==> src/sv/gfr_pkg.sv <==
// Shared types and constants for the fraction reducer.
`default_nettype none
package gfr_pkg;
	// Commands from the controller to the datapath.
	typedef struct packed {
		logic load;      // capture operands
		logic div_start; // start a division
		logic [1:0] div_sel; // what to divide
		logic euclid_upd; // a <= b, b <= rem
		logic q_num_upd;  // store num quotient
		logic q_den_upd;  // store den quotient
		logic out_load;   // load output register
	} gfr_cmd_t;

	// Status from the datapath to the controller.
	typedef struct packed {
		logic div_done;
		logic b_zero;
		logic a_zero;
	} gfr_sts_t;

	localparam logic [1:0] SEL_EUCLID = 2'd0;
	localparam logic [1:0] SEL_NUM = 2'd1;
	localparam logic [1:0] SEL_DEN = 2'd2;
endpackage
`default_nettype wire

==> src/sv/gfr_divider.sv <==
// Iterative signed truncating divider, one quotient bit per cycle.
`default_nettype none
module gfr_divider #(
	parameter int DataWidth = 32
) (
	input  wire logic                 clk,
	input  wire logic                 arst_n,
	input  wire logic                 start,
	input  wire logic [DataWidth-1:0] dividend,
	input  wire logic [DataWidth-1:0] divisor,
	output logic                      done,
	output logic [DataWidth-1:0]      quotient,
	output logic [DataWidth-1:0]      remainder
);
	localparam int CntW = $clog2(DataWidth + 1);

	logic [DataWidth-1:0] rem_q, quo_q, dvs_q;
	logic [CntW-1:0] cnt_q;
	logic busy_q, qneg_q, rneg_q;
	logic [DataWidth:0] trial;
	logic [DataWidth:0] shifted;

	assign shifted = {rem_q, quo_q[DataWidth-1]};
	assign trial = shifted - {1'b0, dvs_q};

	always_ff @(posedge clk or negedge arst_n) begin
		if (!arst_n) begin
			busy_q <= 1'b0;
			done <= 1'b0;
			cnt_q <= '0;
		end else begin
			done <= 1'b0;
			if (start) begin
				busy_q <= 1'b1;
				cnt_q <= CntW'(DataWidth);
			end else if (busy_q) begin
				cnt_q <= cnt_q - 1'b1;
				if (cnt_q == CntW'(1)) begin
					busy_q <= 1'b0;
					done <= 1'b1;
				end
			end
		end
	end

	always_ff @(posedge clk) begin
		if (start) begin
			rem_q <= '0;
			quo_q <= dividend[DataWidth-1] ? -dividend : dividend;
			dvs_q <= divisor[DataWidth-1] ? -divisor : divisor;
			qneg_q <= dividend[DataWidth-1] ^ divisor[DataWidth-1];
			rneg_q <= dividend[DataWidth-1];
		end else if (busy_q) begin
			if (!trial[DataWidth]) begin
				rem_q <= trial[DataWidth-1:0];
				quo_q <= {quo_q[DataWidth-2:0], 1'b1};
			end else begin
				rem_q <= shifted[DataWidth-1:0];
				quo_q <= {quo_q[DataWidth-2:0], 1'b0};
			end
		end
	end

	assign quotient = qneg_q ? -quo_q : quo_q;
	assign remainder = rneg_q ? -rem_q : rem_q;
endmodule
`default_nettype wire

==> src/sv/gfr_datapath.sv <==
// Operand registers, shared divider and result register.
`default_nettype none
module gfr_datapath #(
	parameter int DataWidth = 32
) (
	input  wire logic                  clk,
	input  wire logic                  arst_n,
	input  wire gfr_pkg::gfr_cmd_t     cmd,
	output gfr_pkg::gfr_sts_t          sts,
	input  wire logic [DataWidth-1:0]  in_num,
	input  wire logic [DataWidth-1:0]  in_den,
	output logic [3*DataWidth:0]       result
);
	import gfr_pkg::*;

	logic [DataWidth-1:0] num_q, den_q, a_q, b_q, qn_q, qd_q;
	logic [DataWidth-1:0] dvd, quo, rem;
	logic done;

	always_comb begin
		case (cmd.div_sel)
			SEL_NUM: dvd = num_q;
			SEL_DEN: dvd = den_q;
			default: dvd = a_q;
		endcase
	end

	gfr_divider #(.DataWidth(DataWidth)) u_div (
		.clk(clk), .arst_n(arst_n), .start(cmd.div_start), .dividend(dvd),
		.divisor(cmd.div_sel == SEL_EUCLID ? b_q : a_q), .done(done),
		.quotient(quo), .remainder(rem)
	);

	always_ff @(posedge clk) begin
		if (cmd.load) begin
			num_q <= in_num;
			den_q <= in_den;
			a_q <= in_num;
			b_q <= in_den;
		end else if (cmd.euclid_upd) begin
			a_q <= b_q;
			b_q <= rem;
		end
		if (cmd.q_num_upd) qn_q <= quo;
		if (cmd.q_den_upd) qd_q <= quo;
		if (cmd.out_load) begin
			if (a_q == '0) result <= {1'b1, {(3*DataWidth){1'b0}}};
			else result <= {1'b0, a_q, qd_q, qn_q};
		end
	end

	assign sts.div_done = done;
	assign sts.b_zero = (b_q == '0);
	assign sts.a_zero = (a_q == '0);
endmodule
`default_nettype wire

==> src/sv/gfr_ctrl.sv <==
// Sequencer for the Euclid loop and the two final divisions.
`default_nettype none
module gfr_ctrl (
	input  wire logic              clk,
	input  wire logic              arst_n,
	input  wire logic              in_fire,
	input  wire logic              out_busy,
	input  wire logic              out_take,
	input  wire gfr_pkg::gfr_sts_t sts,
	output gfr_pkg::gfr_cmd_t      cmd,
	output logic                   idle,
	output logic                   out_set
);
	import gfr_pkg::*;

	typedef enum logic [6:0] {
		ST_IDLE = 7'b0000001,
		ST_TEST = 7'b0000010,
		ST_EDIV = 7'b0000100,
		ST_NDIV = 7'b0001000,
		ST_DDIV = 7'b0010000,
		ST_OUT  = 7'b0100000,
		ST_WAIT = 7'b1000000
	} state_t;

	state_t state_q;

	assign idle = (state_q == ST_IDLE);

	always_comb begin
		cmd = '0;
		out_set = 1'b0;
		cmd.load = (state_q == ST_IDLE) && in_fire;
		unique case (state_q)
			ST_TEST: begin
				if (!sts.b_zero) begin
					cmd.div_start = 1'b1;
					cmd.div_sel = SEL_EUCLID;
				end else if (!sts.a_zero) begin
					cmd.div_start = 1'b1;
					cmd.div_sel = SEL_NUM;
				end
			end
			ST_EDIV: begin
				cmd.div_sel = SEL_EUCLID;
				cmd.euclid_upd = sts.div_done;
			end
			ST_NDIV: begin
				cmd.div_sel = SEL_NUM;
				cmd.q_num_upd = sts.div_done;
				if (sts.div_done) begin
					cmd.div_start = 1'b1;
					cmd.div_sel = SEL_DEN;
				end
			end
			ST_DDIV: begin
				cmd.div_sel = SEL_DEN;
				cmd.q_den_upd = sts.div_done;
			end
			ST_OUT: begin
				if (!out_busy || out_take) begin
					cmd.out_load = 1'b1;
					out_set = 1'b1;
				end
			end
			default: ;
		endcase
	end

	always_ff @(posedge clk or negedge arst_n) begin
		if (!arst_n) begin
			state_q <= ST_IDLE;
		end else begin
			unique case (state_q)
				ST_IDLE: if (in_fire) state_q <= ST_TEST;
				ST_TEST: begin
					if (!sts.b_zero) state_q <= ST_EDIV;
					else if (!sts.a_zero) state_q <= ST_NDIV;
					else state_q <= ST_OUT;
				end
				ST_EDIV: if (sts.div_done) state_q <= ST_TEST;
				ST_NDIV: if (sts.div_done) state_q <= ST_DDIV;
				ST_DDIV: if (sts.div_done) state_q <= ST_OUT;
				ST_OUT: if (!out_busy || out_take) state_q <= ST_IDLE;
				ST_WAIT: state_q <= ST_IDLE;
				default: state_q <= ST_IDLE;
			endcase
		end
	end
endmodule
`default_nettype wire

==> src/sv/gcd_fraction_reduce_top.sv <==
// Top level of the signed fraction reducer.
// Channel | Dir | tdata                                   | tuser
// s_axis  | in  | numerator, denominator                   | -
// m_axis  | out | reduced_numerator, reduced_denominator, divisor | zero_error
// Each Euclid step is one remainder on the shared divider.
// One item is worked at a time; the next is accepted once the result is in the
// output register, so a waiting result only stalls a finished item.
// Reset is asynchronous and clears all control state.
`default_nettype none
module gcd_fraction_reduce_top #(
	parameter int DATA_WIDTH = 32
) (
	input  wire logic                     clk,
	input  wire logic                     arst_n,
	input  wire logic                     s_axis_tvalid,
	output logic                          s_axis_tready,
	// numerator, denominator
	input  wire logic [((2*DATA_WIDTH+7)/8)*8-1:0] s_axis_tdata,
	output logic                          m_axis_tvalid,
	input  wire logic                     m_axis_tready,
	// reduced_numerator, reduced_denominator, divisor
	output logic [((3*DATA_WIDTH+7)/8)*8-1:0] m_axis_tdata,
	// zero_error
	output logic                          m_axis_tuser
);
	import gfr_pkg::*;
	localparam int OutW = ((3*DATA_WIDTH+7)/8)*8;

	gfr_cmd_t cmd;
	gfr_sts_t sts;
	logic idle, out_set, in_fire, out_take;
	logic [3*DATA_WIDTH:0] result;

	assign s_axis_tready = idle;
	assign in_fire = s_axis_tvalid && s_axis_tready;
	assign out_take = m_axis_tvalid && m_axis_tready;

	gfr_ctrl u_ctrl (
		.clk(clk), .arst_n(arst_n), .in_fire(in_fire), .out_busy(m_axis_tvalid),
		.out_take(out_take), .sts(sts), .cmd(cmd), .idle(idle), .out_set(out_set)
	);

	gfr_datapath #(.DataWidth(DATA_WIDTH)) u_dp (
		.clk(clk), .arst_n(arst_n), .cmd(cmd), .sts(sts),
		.in_num(s_axis_tdata[DATA_WIDTH-1:0]),
		.in_den(s_axis_tdata[2*DATA_WIDTH-1:DATA_WIDTH]), .result(result)
	);

	always_ff @(posedge clk or negedge arst_n) begin
		if (!arst_n) m_axis_tvalid <= 1'b0;
		else if (out_set) m_axis_tvalid <= 1'b1;
		else if (out_take) m_axis_tvalid <= 1'b0;
	end

	assign m_axis_tdata = OutW'(result[3*DATA_WIDTH-1:0]);
	assign m_axis_tuser = result[3*DATA_WIDTH];
endmodule
`default_nettype wire

==> config.mk <==
export PLATFORM = sky130hd
export DESIGN_NAME = gcd_fraction_reduce_top
export DESIGN_NICKNAME = d
export VERILOG_FILES = /design/src/sv/gfr_pkg.sv /design/src/sv/gfr_divider.sv /design/src/sv/gfr_datapath.sv /design/src/sv/gfr_ctrl.sv /design/src/sv/gcd_fraction_reduce_top.sv
export SDC_FILE = /design/constraint.sdc
export NUM_CORES = 1
export LEC_CHECK = 0
export BUFFER_PORTS_ARGS = -buffer_cell sky130_fd_sc_hd__buf_2
export CAP_MARGIN = 20
export CORE_MARGIN = 2
export CORE_UTILIZATION = 35
export CTS_BUF_LIST = sky130_fd_sc_hd__clkbuf_2
export DETAILED_ROUTE_END_ITERATION = 16
export GPL_ROUTABILITY_DRIVEN = 0
export MAX_ROUTING_LAYER = met4
export SYNTH_ARGS = -nofsm -noshare
export SYNTH_HDL_FRONTEND = slang
export SYNTH_HIERARCHICAL = 1
export SYNTH_SLANG_ARGS = --single-unit
==> constraint.sdc <==
create_clock -name clk -period 7 [get_ports clk]
set_clock_uncertainty 0.1 [all_clocks]
set_input_delay 0 -clock clk [delete_from_list [all_inputs] [get_ports clk]]
set_output_delay 0 -clock clk [all_outputs]
set_load 0.005 [all_outputs]
# Word-level counts from Yosys, hierarchy flattened
# Cells that the tools add are included.
[totals]
register_bits = 403
elab_cells = 95
[classes]
addsub = 6
eq_ne = 14
n_mux = 43
bitwise_logic = 1
reduce_logical = 12
[op_table]
columns = ["cell", "count"]
rows = [
  ["$mux 32", 11],
  ["$neg 32->32", 4],
  ["$mux 97", 1],
  ["$logic_not 32->1", 2],
  ["$pmux 32 s2", 1],
  ["$mux 7", 6],
  ["$pmux 7 s6", 1],
  ["$sub 33x32->33", 1],
  ["$mux 31", 1],
  ["$mux 6", 3],
  ["$mux 1", 14],
  ["$ne 2x1->1 const B", 5],
  ["$mux 3", 3],
  ["$eq 7x1->1 const B", 1],
  ["$eq 7x2->1 const B", 1],
  ["$eq 7x3->1 const B", 1],
  ["$eq 7x4->1 const B", 1],
  ["$eq 7x5->1 const B", 1],
  ["$eq 7x6->1 const B", 1],
  ["$eq 6x1->1 const B", 1],
  ["$pmux 2 s3", 1],
  ["$reduce_bool 2->1", 3],
  ["$sub 6x1->6 const B", 1],
  ["$reduce_and 5->1", 1],
  ["other kinds (8)", 10],
]

# Depth between registers and ports, before layout
# Gate-level depths: netlist (run 1).
[depth]
ltp_word = 9
depth_mapped = 21

# Hierarchy
# The synthesis (run 1) kept the hierarchy.
[by_module_without_submodules]
columns = ["mod", "instances", "cells_each", "area_each_um2"]
rows = [
  ["gfr_datapath", 1, 644, 11309.6],
  ["gfr_divider", 1, 992, 8419.3],
  ["gfr_ctrl", 1, 55, 503.0],
  ["gcd_fraction_reduce_top", 1, 5, 50.0],
]

# Worst setup path before layout (run 1)
# Ideal clock, no wire load.
[synth_timing]
path_type = "flip-flop to flip-flop"
from = "register u_dp.a_q[20]"
to = "register u_dp.u_div.rem_q[31]"
setup_time_ns = 0.129
arrival_ns = 5.143
required_ns = 6.771
setup_slack_ns = 1.628
path_stages_with_launch = 13
period_less_slack_ns = 5.372
path_cell_list = "edfxtp_1 nor4_1 and4_1 buf_6 and2_1 and2_1 o21ai_0 clkbuf_1 nor2_1 inv_1 o21ai_0 nand2_1 o211ai_1"
[synth_lines]
columns = ["item", "line", "rtl"]
rows = [
  ["start: declaration", "gfr_datapath.sv:16", "logic [DataWidth-1:0] num_q, den_q, a_q, b_q, qn_q, qd_q;"],
  ["start signal: assignment", "gfr_datapath.sv:38", "a_q <= in_num;"],
  ["start signal: assignment", "gfr_datapath.sv:41", "a_q <= b_q;"],
  ["end signal: assignment", "gfr_divider.sv:55", "rem_q <= trial[DataWidth-1:0];"],
  ["end signal: assignment", "gfr_divider.sv:58", "rem_q <= shifted[DataWidth-1:0];"],
  ["end: declaration", "gfr_divider.sv:17", "logic [DataWidth-1:0] rem_q, quo_q, dvs_q;"],
]

==> results of run 1 <==
## placed cells by master (no fill, tap or decap), types with 4 or more instances in the layout
cell,instances
nand2b_1,18
mux2_2,96
a21boi_0,52
a21oi_1,93
nor2_1,126
xnor2_1,105
nand2_1,117
or2_2,8
and2_1,10
nand3_1,21
edfxtp_1,355
o41ai_1,17
a21boi_1,16
a211oi_1,11
o31ai_1,34
nand4b_1,5
nor3_1,14
buf_4,20
or4_1,22
nor4_1,26
dlygate4sd3_1,148
a22oi_1,33
xor2_1,43
clkbuf_2,143
a31oi_1,6
or3_1,15
clkinv_1,28
a311oi_1,23
dfrtp_1,14
nand4_1,6
nor2b_1,4
dfxtp_1,32
o21a_1,7
buf_2,166
o211ai_1,6
o21ai_0,67
inv_1,56
a21o_1,12
ha_1,40
## state kept, by name, indices dropped and copies added (netlist names), 32 cells and up
signal	count
u_dp/b_q	32
u_dp/a_q	32
u_dp/num_q	32
u_dp/result	97
u_dp/qn_q	32
u_dp/u_div/dvs_q	32
u_dp/u_div/quo_q	32
u_dp/den_q	32
u_dp/qd_q	32
u_dp/u_div/rem_q	32
## Yosys cell counts (all sizes together) (4+ instances only)
master  number
a31oi        6
a21boi      68
nor2b        4
edfxtp     355
o41ai       18
nor2       130
buf         40
a211oi      11
nand3       22
o31ai       34
xnor2      106
or3         16
nand4b       7
mux2        98
nand2b      18
or4         24
xor2        44
a311oi      23
o211ai       6
dfrtp       14
inv         56
o21ai       71
or2         10
nor3        15
a22oi       33
a21oi       94
nand2      117
ha          41
nor4        28
and2        12
dfxtp       32
nand4        6
a21o        12
clkbuf      78
o21a         7
## power groups by stage
stage / clock [W] / combinational (W) / sequential (W)
after floorplan: 0 / 0.00259 / 0.00368
after global placement: 0 / 0.00324 / 0.00387
after detailed placement: 0 / 0.00330 / 0.00389
after CTS: 0.00166 / 0.00339 / 0.00383
after global routing: 0.00177 / 0.00377 / 0.00391
final: 0.00160 / 0.00339 / 0.00385
## cells by family (layout without fill, tap and decap cells)
group | after synthesis | count (layout) | synth area share (%)
AO/OA/AOI/OAI | 404 | 404 | 13.41
adder cells (fa/ha/maj) | 42 | 42 | 2.628
AND/OR/NAND/NOR | 424 | 424 | 10.56
buffers and inverters | 174 | 570 | 3.775
multiplexers | 100 | 100 | 5.540
XOR/XNOR | 150 | 150 | 6.515
flip-flops | 402 | 402 | 57.58
other | 0 | 1 | 0
## worst min path at each step
stage | end | startpoint | slack [ps] | cells after the start
floorplan | m_axis_tvalid | arst_n | -400 | 0
global placement | u_dp/u_div/busy_q | arst_n | -170 | 1
global route | u_dp/num_q[24] | s_axis_tdata[24] | 80 | 3
finish | u_dp/num_q[1] | s_axis_tdata[1] | 120 | 3
CTS | u_dp/num_q[24] | s_axis_tdata[24] | 10 | 3
detailed placement | u_dp/u_div/busy_q | arst_n | -170 | 1
## what timing repair did
item                                    in CTS  in global routing
endpoints found under the setup margin       0                  0
hold buffers                               148                  0
endpoints found under the hold margin      216                  0
## layout make-up
cell class / count / area [um2]
diodes: 1 / 2.502
clock buffers: 143 / 715.7
clock inverters: 36 / 202.7
fillers: 5536 / 33340
inverters: 56 / 210.2
multi-input cells: 1120 / 7890
flip-flops and latches: 402 / 11680
well taps: 765 / 957.2
repair buffers: 335 / 2482
## tightest hold or removal path, stage by stage
cell and delay [ps]:
dlygate4sd3_1 520, buf_2 100, dlygate4sd3_1 570
## metrics by stage
step           total power [W]  cells  setup slack [ps]
6_report              0.008837   2858              1310
4_1_cts               0.008885   2857              1267
3_3_place_gp          0.007106   2529              1498
3_5_place_dp          0.007190   2530              1358
5_1_grt               0.009445   2858              1085
2_1_floorplan         0.006268   1696              1628
## per-layer routing
| metal | track usage, % | part of all wire, % | vias up |
|---|---|---|---|
| li1 | - | - | 7024 |
| met1 | 23.34 | 43 | 7066 |
| met2 | 30.22 | 48 | 482 |
| met3 | 3.193 | 5.3 | 128 |
| met4 | 7.963 | 3.5 | 0 |
| met5 | - | 0 | - |
==> metrics, run 1 <==
Least-Margin Pin Slew=approximately 1100 ps; vias=14700; Die Height=244.7 um; Data arrival, critical path=roughly 6400 ps; worst setup path end=u_dp/u_div/dvs_q[29]; cells after synthesis=approximately 1700; setup TNS=0 ps; Hold WS=between 100 and 150 ps; Final Cycle Share=81.29%; antenna viol nets, final=0; largest net degree at the start of global routing=80; register share of total power=43.5%; die area=~60000 um2; cell internal pwr=~0.0054 W; IO Pins=roughly 170; Async S/R FF share, synth=3.731%; Slowest Stage Delay on Critical Path=roughly 550 ps; CP endpoint kind=register; Ys Warns=6; Post-DP Area=21740 um2; RSZ-0062 raised after global routing=false; Worst-path clk slew=110 ps; Via density=5.143; worst hold path type=in2reg; Final #Nets=~2100; Synth cell types=82; R2R setup slack=1310 ps; TritonRoute pass-1 iters=5; vias in the first global route=approximately 15000; 1st-iter DRT viols=1223; grt ovf=0; R2R depth=16; Synth area leaders=edfxtp_1 (53%), mux2_2 (5.3%), xnor2_1 (4.5%); cell accounting for the most synthesized area=edfxtp_1; syn nets=roughly 1800; Site Rows=88; reg2reg end=u_dp/u_div/dvs_q[29]; root buffer cell=clkbuf_2; Synth Cell Area=~20000 um2; critical setup path kind=reg2reg; total of max-cap violations=0; layout cell share with drive strength beyond 1=22.75%; # DRC=0; Global Route Usage Sum=18.76%; Yosys top cell area share=52.56%; combinational share of power=38.3%; Final Hold Viols=0; fin. max-slew vios=0; critical path launch point type=register; clock power share=between 10% and 20%; Max Root-Sink Buffers=3; Synth Flop Type=edfxtp_1; run status=finished clean; pwr dens=366.1 nW/um2; synthesis-to-finish area growth=19.01%; Max Fclk=~0.18 GHz; IR drop worst, VDD=0.0001640 V; postcts setup bufs=0; number of flops mapped to enable cells by yosys=between 300 and 400; global-route wire length before repair=84040 um; Avg Cell Area, Syn=approximately 12 um2; initial antenna violation count=1; CTS buffer count=101; Core Box Area=57480 um2; final core occ=between 40% and 50%; leakage power=a little under 9 nW; fin area=around 24000 um2; Die X=approximately 240 um; Worst path top cell family by delay=simple AND/OR/NAND/NOR gates; post-DP HPWL=roughly 39000 um; port bufs=between 150 and 200; Sw Share=around 39%; Sw Pwr=between 0.003 and 0.004 W; Reg-to-Reg Start=u_dp/b_q[23]; TritonCTS clock tree=built; Crit-path slowest cell=or4_4; DRT Wirelength=between 50000 and 60000 um; Tmin final=roughly 5700 ps; sequential fraction of the synthesis area=57.58%; Routed wire per std cell=between 15 and 20 um; PostCTS Resize Cnt=0; setup violators final=0; WP buf/inv=1; Sink Count=between 400 and 500; crit-path cells=nor4_1 > nand4_1 > nor2_1 > nand2b_1 > o21ai_0 > inv_1 > ha_2 > mux2_2 > or4_4 > or4_1 > or2_1 > or3_4 > or4_4 > or2_4 > o41ai_4 > xnor2_1; relative slew slack=approximately 25%; Crit Path Max Fanout=9; Req. time, crit path=7740 ps; Top cell by count, worst path=or4_4; Starting Density=approximately a third; critical path depth=16; FF+latch count, synth=402; worst skew pair latency=roughly 1100 ps; launch point of the worst path=u_dp/b_q[23]; H-tree depth=3
(Power assumes the default switching activity.)
==> inputs of run 2 (changes only) <==
==> constraint.sdc (replaced) <==
create_clock -name clk -period 5 [get_ports clk]
set_clock_uncertainty 0.1 [all_clocks]
set_input_delay 0 -clock clk [delete_from_list [all_inputs] [get_ports clk]]
set_output_delay 0 -clock clk [all_outputs]
set_load 0.005 [all_outputs]
==> run 2 against run 1 <==
  * Clock power up 40%
  * Highest routed layer unchanged
  * Global-route usage is essentially flat
  * Cell count is 4.5% higher
  * Critical endpoint unchanged
  * Utilization is 2.0 points higher
  * Sequential share of layout area fell by 2.2 points
  * Die area unchanged
  * Sequential power rose by 38%
  * The run now ends with negative setup slack left
  * First-iteration DRC count up 1.5%
  * Non-clock buffer count increased by 123
  * Flip-flop and latch count stayed put
  * Clock-buffer cell count unchanged
  * Hold slack better by 55 ps
==> metrics, run 2 (synthesis results as in run 1) <==
Req. time, crit path=5690 ps (-2050 ps); vias=15110 (+2.8%); RSZ-0062 raised after global routing=true; failing checks=negative setup slack; largest net degree at the start of global routing=129 (+61%); worst hold path type=in2reg; initial antenna violation count=1 (unchanged); 1st-iter DRT viols=1241 (+1.5%); Overall Power=0.01270 W (+44%); Largest Register=u_dp/result; final worst setup slack=-142.3 ps (-1452 ps); Sink Count=402 (unchanged); IO Pins=167 (unchanged); final core occ=43.99% (+2.0 points); synthesis-to-finish area growth=24.67%; antenna viol nets, final=0 (unchanged); Core Box Area=57480 um2 (unchanged); root buffer cell=clkbuf_2; R2R setup slack=-140 ps (-1450 ps); crit-path cells=nor4_4 > nand4_1 > nor2_2 > nand2b_1 > o21ai_2 > inv_2 > ha_4 > mux2_4 > or4_4 > or4_4 > or2_4 > or3_4 > or4_4 > or2_4 > o41ai_4 > xnor2_1; DRT Wirelength=55570 um (+1.3%); fin area=25290 um2 (+4.8%); Top cell by count, worst path=or4_4; Tmin final=5142 ps (-547.8 ps); port bufs=166 (unchanged); CP endpoint kind=register; Final #Nets=2248 (+5.7%); setup violators final=3 (+3); fin. max-slew vios=0 (unchanged); worst skew pair latency=1090 ps (-40 ps); Via density=5.060 (-1.6%); WP buf/inv=1 (unchanged); # DRC=0 (unchanged); leakage power=9.453 nW (+8.0%); Max Fclk=0.1945 GHz (+11%); Data arrival, critical path=5830 ps (-600 ps); relative slew slack=36.35% (+12 points); Worst Hold Path EP=u_dp/num_q[8]; reg2reg end=u_dp/u_div/dvs_q[29]; Final Cycle Share=102.8% (+22 points); Global Route Usage Sum=18.80% (+0.039 points); Crit Path Max Fanout=6 (-3); total of max-cap violations=0 (unchanged); Worst path top cell family by delay=simple AND/OR/NAND/NOR gates; layout cell share with drive strength beyond 1=28.38% (+5.6 points); Final Hold Viols=0 (unchanged); Hold Startpoint=s_axis_tdata[8]; Max Root-Sink Buffers=3 (unchanged); run status=finished with violations; die area=59890 um2 (unchanged); Worst-path clk slew=120 ps (about the same); Die X=244.7 um (unchanged); critical setup path kind=reg2reg; most frequent cells in the layout=edfxtp_1 (355), buf_2 (166), dlygate4sd3_1 (149), clkbuf_2 (143), buf_4 (140); grt ovf=0 (unchanged); global-route wire length before repair=84500 um (+0.54%); Starting Density=35.29% (unchanged); post-DP HPWL=40010 um (+1.8%); Crit-path slowest cell=or4_4; Post-DP Area=22620 um2 (+4.1%); pre-CTS setup slack=-407.6 ps (-1765 ps); Reg-to-Reg Start=u_dp/b_q[23]; critical path launch point type=register; Die Height=244.7 um (unchanged); TritonCTS clock tree=built; R2R depth=16 (unchanged); Site Rows=88 (unchanged); H-tree depth=3 (unchanged); pwr dens=502.2 nW/um2 (+37%); Routed wire per std cell=18.60 um (-3.1%); vias in the first global route=14720 (+1.4%); IR drop worst, VDD=0.0002683 V (+64%); max FFs per register=97 (unchanged); CTS buffer count=100 (-0.99%); TritonRoute pass-1 iters=5 (unchanged); most common cell after layout, fill and taps aside=edfxtp_1; Hold Path Depth=3 (unchanged); Least-Margin Pin Slew=954.8 ps (-176.9 ps); Slowest Stage Delay on Critical Path=540 ps (about the same)
-- run 2: metrics by stage --
step	setup TNS [ps]	hold slack, ps	std cells
after CTS	-203.5	0.3961	2979
final	-180.6	174.3	2987
after detailed placement	-2497	-138.3	2644
after global placement	-1247	-150.2	2644
after floorplan	-109.1	-395.6	1696
after global routing	-826.8	74.31	2987
-- run 2: worst max path at each step --
stage,start,end,slack (ps),depth (start not counted)
6_report,u_dp/b_q[23],u_dp/u_div/dvs_q[29],-140,16
5_1_grt,u_dp/b_q[23],u_dp/u_div/dvs_q[29],-280,16
4_1_cts,u_dp/b_q[16],u_dp/u_div/dvs_q[29],-140,16
3_5_place_dp,u_dp/b_q[23],u_dp/u_div/dvs_q[29],-410,17
3_3_place_gp,u_dp/b_q[23],u_dp/u_div/dvs_q[29],-260,17
2_1_floorplan,u_dp/a_q[13],u_dp/u_div/dvs_q[29],-70,19
-- run 2: worst reg2reg max path: stages, from the launching register on --
cell and delay (ps):
edfxtp_1 440, nor4_4 350, nand4_1 270, nor2_2 190, nand2b_1 100, o21ai_2 160, inv_2 70, ha_4 200
mux2_4 310, or4_4 540, or4_4 430, or2_4 250, or3_4 340, or4_4 490, or2_4 270, o41ai_4 220
xnor2_1 120
-- run 2: final cells by class --
class / instances / area [um2]
diodes: 2 / 5.005
clock buffers: 143 / 715.7
clock inverters: 41 / 227.7
fillers: 5387 / 32190
inverters: 56 / 210.2
multi-input cells: 1120 / 8059
flip-flops and latches: 402 / 11680
well taps: 765 / 957.2
repair buffers: 458 / 3433
-- run 2: power breakdown --
group	switching [W]	total (W)	internal, W
clock	0.00135	0.00224	0.000888
combinational	0.00287	0.00513	0.00226
sequential	0.000680	0.00533	0.00465
-- run 2: metal layers --
metal	vias to the layer above	global-route usage, %	part of all wire (%)
li1	7271	-	-
met1	7209	23.22	43
met5	-	-	0
met4	0	7.299	3.0
met3	115	3.029	5.2
met2	518	30.94	49
-- run 2: timing repair --
item	in CTS	in global routing
gates resized for setup	12	18
pin swaps	6	8
buffers inserted	3	6
endpoints found under the hold margin	299	0
setup endpoints to repair	14	12
hold buffers	149	0
==> inputs of run 3 (changes only) <==
--- a/config.mk
+++ b/config.mk
@@ -13,6 +13,7 @@
 export DETAILED_ROUTE_END_ITERATION = 16
 export GPL_ROUTABILITY_DRIVEN = 0
 export MAX_ROUTING_LAYER = met4
+export SKIP_LAST_GASP = 1
 export SYNTH_ARGS = -nofsm -noshare
 export SYNTH_HDL_FRONTEND = slang
 export SYNTH_HIERARCHICAL = 1
==> run 3 against run 2 <==
  * The flow still finishes with violations (negative setup slack)
  * Hold slack better by 17 ps
  * First-iteration DRC count fell by 3.1%
  * Routed wire length shrank 0.13%
  * Sequential power is essentially flat
  * Critical path depth stayed put
  * Via count increased by 0.13%
  * Largest cell class unchanged
==> metrics, run 3 (synthesis results as in run 1) <==
global-route wire length before repair=84500 um (unchanged); critical setup path kind=reg2reg; 1st-iter DRT viols=1203 (-3.1%); most frequent cells in the layout=edfxtp_1 (355), buf_2 (166), dlygate4sd3_1 (149), clkbuf_2 (143), buf_4 (140); Post-DP Area=22620 um2 (unchanged); CP endpoint kind=register; Final #Nets=2248 (unchanged); DP Cell Count=2644 (unchanged); run status=finished with violations; Final Hold Viols=0 (unchanged); pre-CTS setup slack=-407.6 ps (unchanged); root buffer cell=clkbuf_2; multi-input logic area=8055 um2 (about the same); relative slew slack=37.34% (+0.99 points); vias in the first global route=14720 (unchanged); critical path launch point type=register; port bufs=166 (unchanged); Overall Power=0.01269 W (about the same); Hold WS=191.2 ps (+16.92 ps); fin area=25280 um2 (about the same); Routed wire per std cell=18.58 um (-0.13%); most common cell after layout, fill and taps aside=edfxtp_1; Data arrival, critical path=5790 ps (-40 ps); worst skew pair latency=1080 ps (about the same); failing checks=negative setup slack; antenna viol nets, final=0 (unchanged); TritonRoute pass-1 iters=5 (unchanged); register area=11680 um2 (unchanged); Least-Margin Pin Slew=940.0 ps (-14.81 ps); Global Route Usage Sum=18.80% (unchanged); TritonCTS clock tree=built; pwr dens=502.1 nW/um2 (about the same); Sink Count=402 (unchanged); layout cell share with drive strength beyond 1=28.33% (-0.045 points); IR drop worst, VDD=0.0002683 V (about the same); Tmin final=5095 ps (-46.91 ps); final worst setup slack=-95.41 ps (+46.91 ps); Starting Density=35.29% (unchanged); DRT Wirelength=55500 um (-0.13%); max FFs per register=97 (unchanged); Crit Path Max Fanout=6 (unchanged); Req. time, crit path=5690 ps (about the same); H-tree depth=3 (unchanged); setup violators final=1 (-2); Site Rows=88 (unchanged); Max Fclk=0.1963 GHz (+0.92%); Core Box Area=57480 um2 (unchanged); Final Cycle Share=101.9% (-0.94 points); CTS buffer count=100 (unchanged); fin. max-slew vios=0 (unchanged); Largest Register=u_dp/result; Worst-path clk slew=120 ps (about the same); die area=59890 um2 (unchanged); Max Root-Sink Buffers=3 (unchanged); Die X=244.7 um (unchanged); post-DP HPWL=40010 um (unchanged); fillers=5387 (unchanged); synthesis-to-finish area growth=24.65% (about the same); worst hold path type=in2reg; Via density=5.066 (+0.13%); initial antenna violation count=1 (unchanged); grt ovf=0 (unchanged); RSZ-0062 raised after global routing=true; leakage power=9.452 nW (about the same); final std cells w/o fill=2987 (unchanged); largest net degree at the start of global routing=129 (unchanged); Die Height=244.7 um (unchanged); # DRC=0 (unchanged); IO Pins=167 (unchanged); total of max-cap violations=0 (unchanged); vias=15130 (+0.13%)
-- run 3: cell counts in the layout (fill, tap and decap cells not counted) --
No cell type changed its count.
-- run 3: area by class of cell --
class	count	share of cell area, %
clock inverters	41	0.9007
well taps	765	3.786
flip-flops and latches	402	46.19
clock buffers	143	2.831
repair buffers	458	13.58
multi-input cells	1120	31.86
diodes	2	0.01980
inverters	56	0.8314
-- run 3: what timing repair did --
item	in CTS	in global routing
hold buffers	149	0
pin swaps	6	8
buffers inserted	3	6
hold endpoints to repair	299	0
resized for setup	12	16
setup endpoints to repair	14	12
-- run 3: per-stage QoR --
stage	TNS (ps)	utilization, %
finish	-95.41	43.99
global route	-917.6	43.99
CTS	-203.5	43.73
detailed placement	-2497	39.35
global placement	-1247	39.35
floorplan	-109.1	-
-- run 3: routing by layer --
metal | track usage [%] | wire length [um] | vias to the layer above | part of all wire (%)
met2 | 30.94 | 27350 | 486 | 49
met1 | 23.22 | 23750 | 7261 | 43
li1 | - | - | 7275 | -
met4 | 7.299 | 1649 | 0 | 3.0
met3 | 3.029 | 2744 | 111 | 4.9
met5 | - | 0 | - | 0
-- run 3: worst max-delay path: stages (launching register included) --
cell and delay, ps:
edfxtp_1 440, nor4_4 340, nand4_1 250, nor2_2 180
nand2b_1 100, o21ai_2 160, inv_2 70, ha_4 200
mux2_4 310, or4_4 540, or4_4 430, or2_4 250
or3_4 340, or4_4 490, or2_4 270, o41ai_4 220
xnor2_1 110
-- run 3: path summary, 6_finish.rpt --
path | endpoint | depth (start not counted) | from | slack [ps]
worst max-delay path | u_dp/u_div/dvs_q[29] | 16 | u_dp/b_q[23] | -100
worst min-delay path | u_dp/num_q[8] | 3 | s_axis_tdata[8] | 190
worst max register to register | u_dp/u_div/dvs_q[29] | 16 | u_dp/b_q[23] | -100
worst min register to register | u_dp/u_div/rem_q[5] | 2 | u_dp/u_div/rem_q[4] | 420
max in group asynchronous | u_ctrl/state_q[4] | 4 | arst_n | 3680
min in group asynchronous | u_dp/u_div/busy_q | 4 | arst_n | 530
-- run 3: power by group --
group / internal (W) / switching, W
clock: 0.000889 / 0.00135
combinational: 0.00226 / 0.00287
sequential: 0.00465 / 0.000678
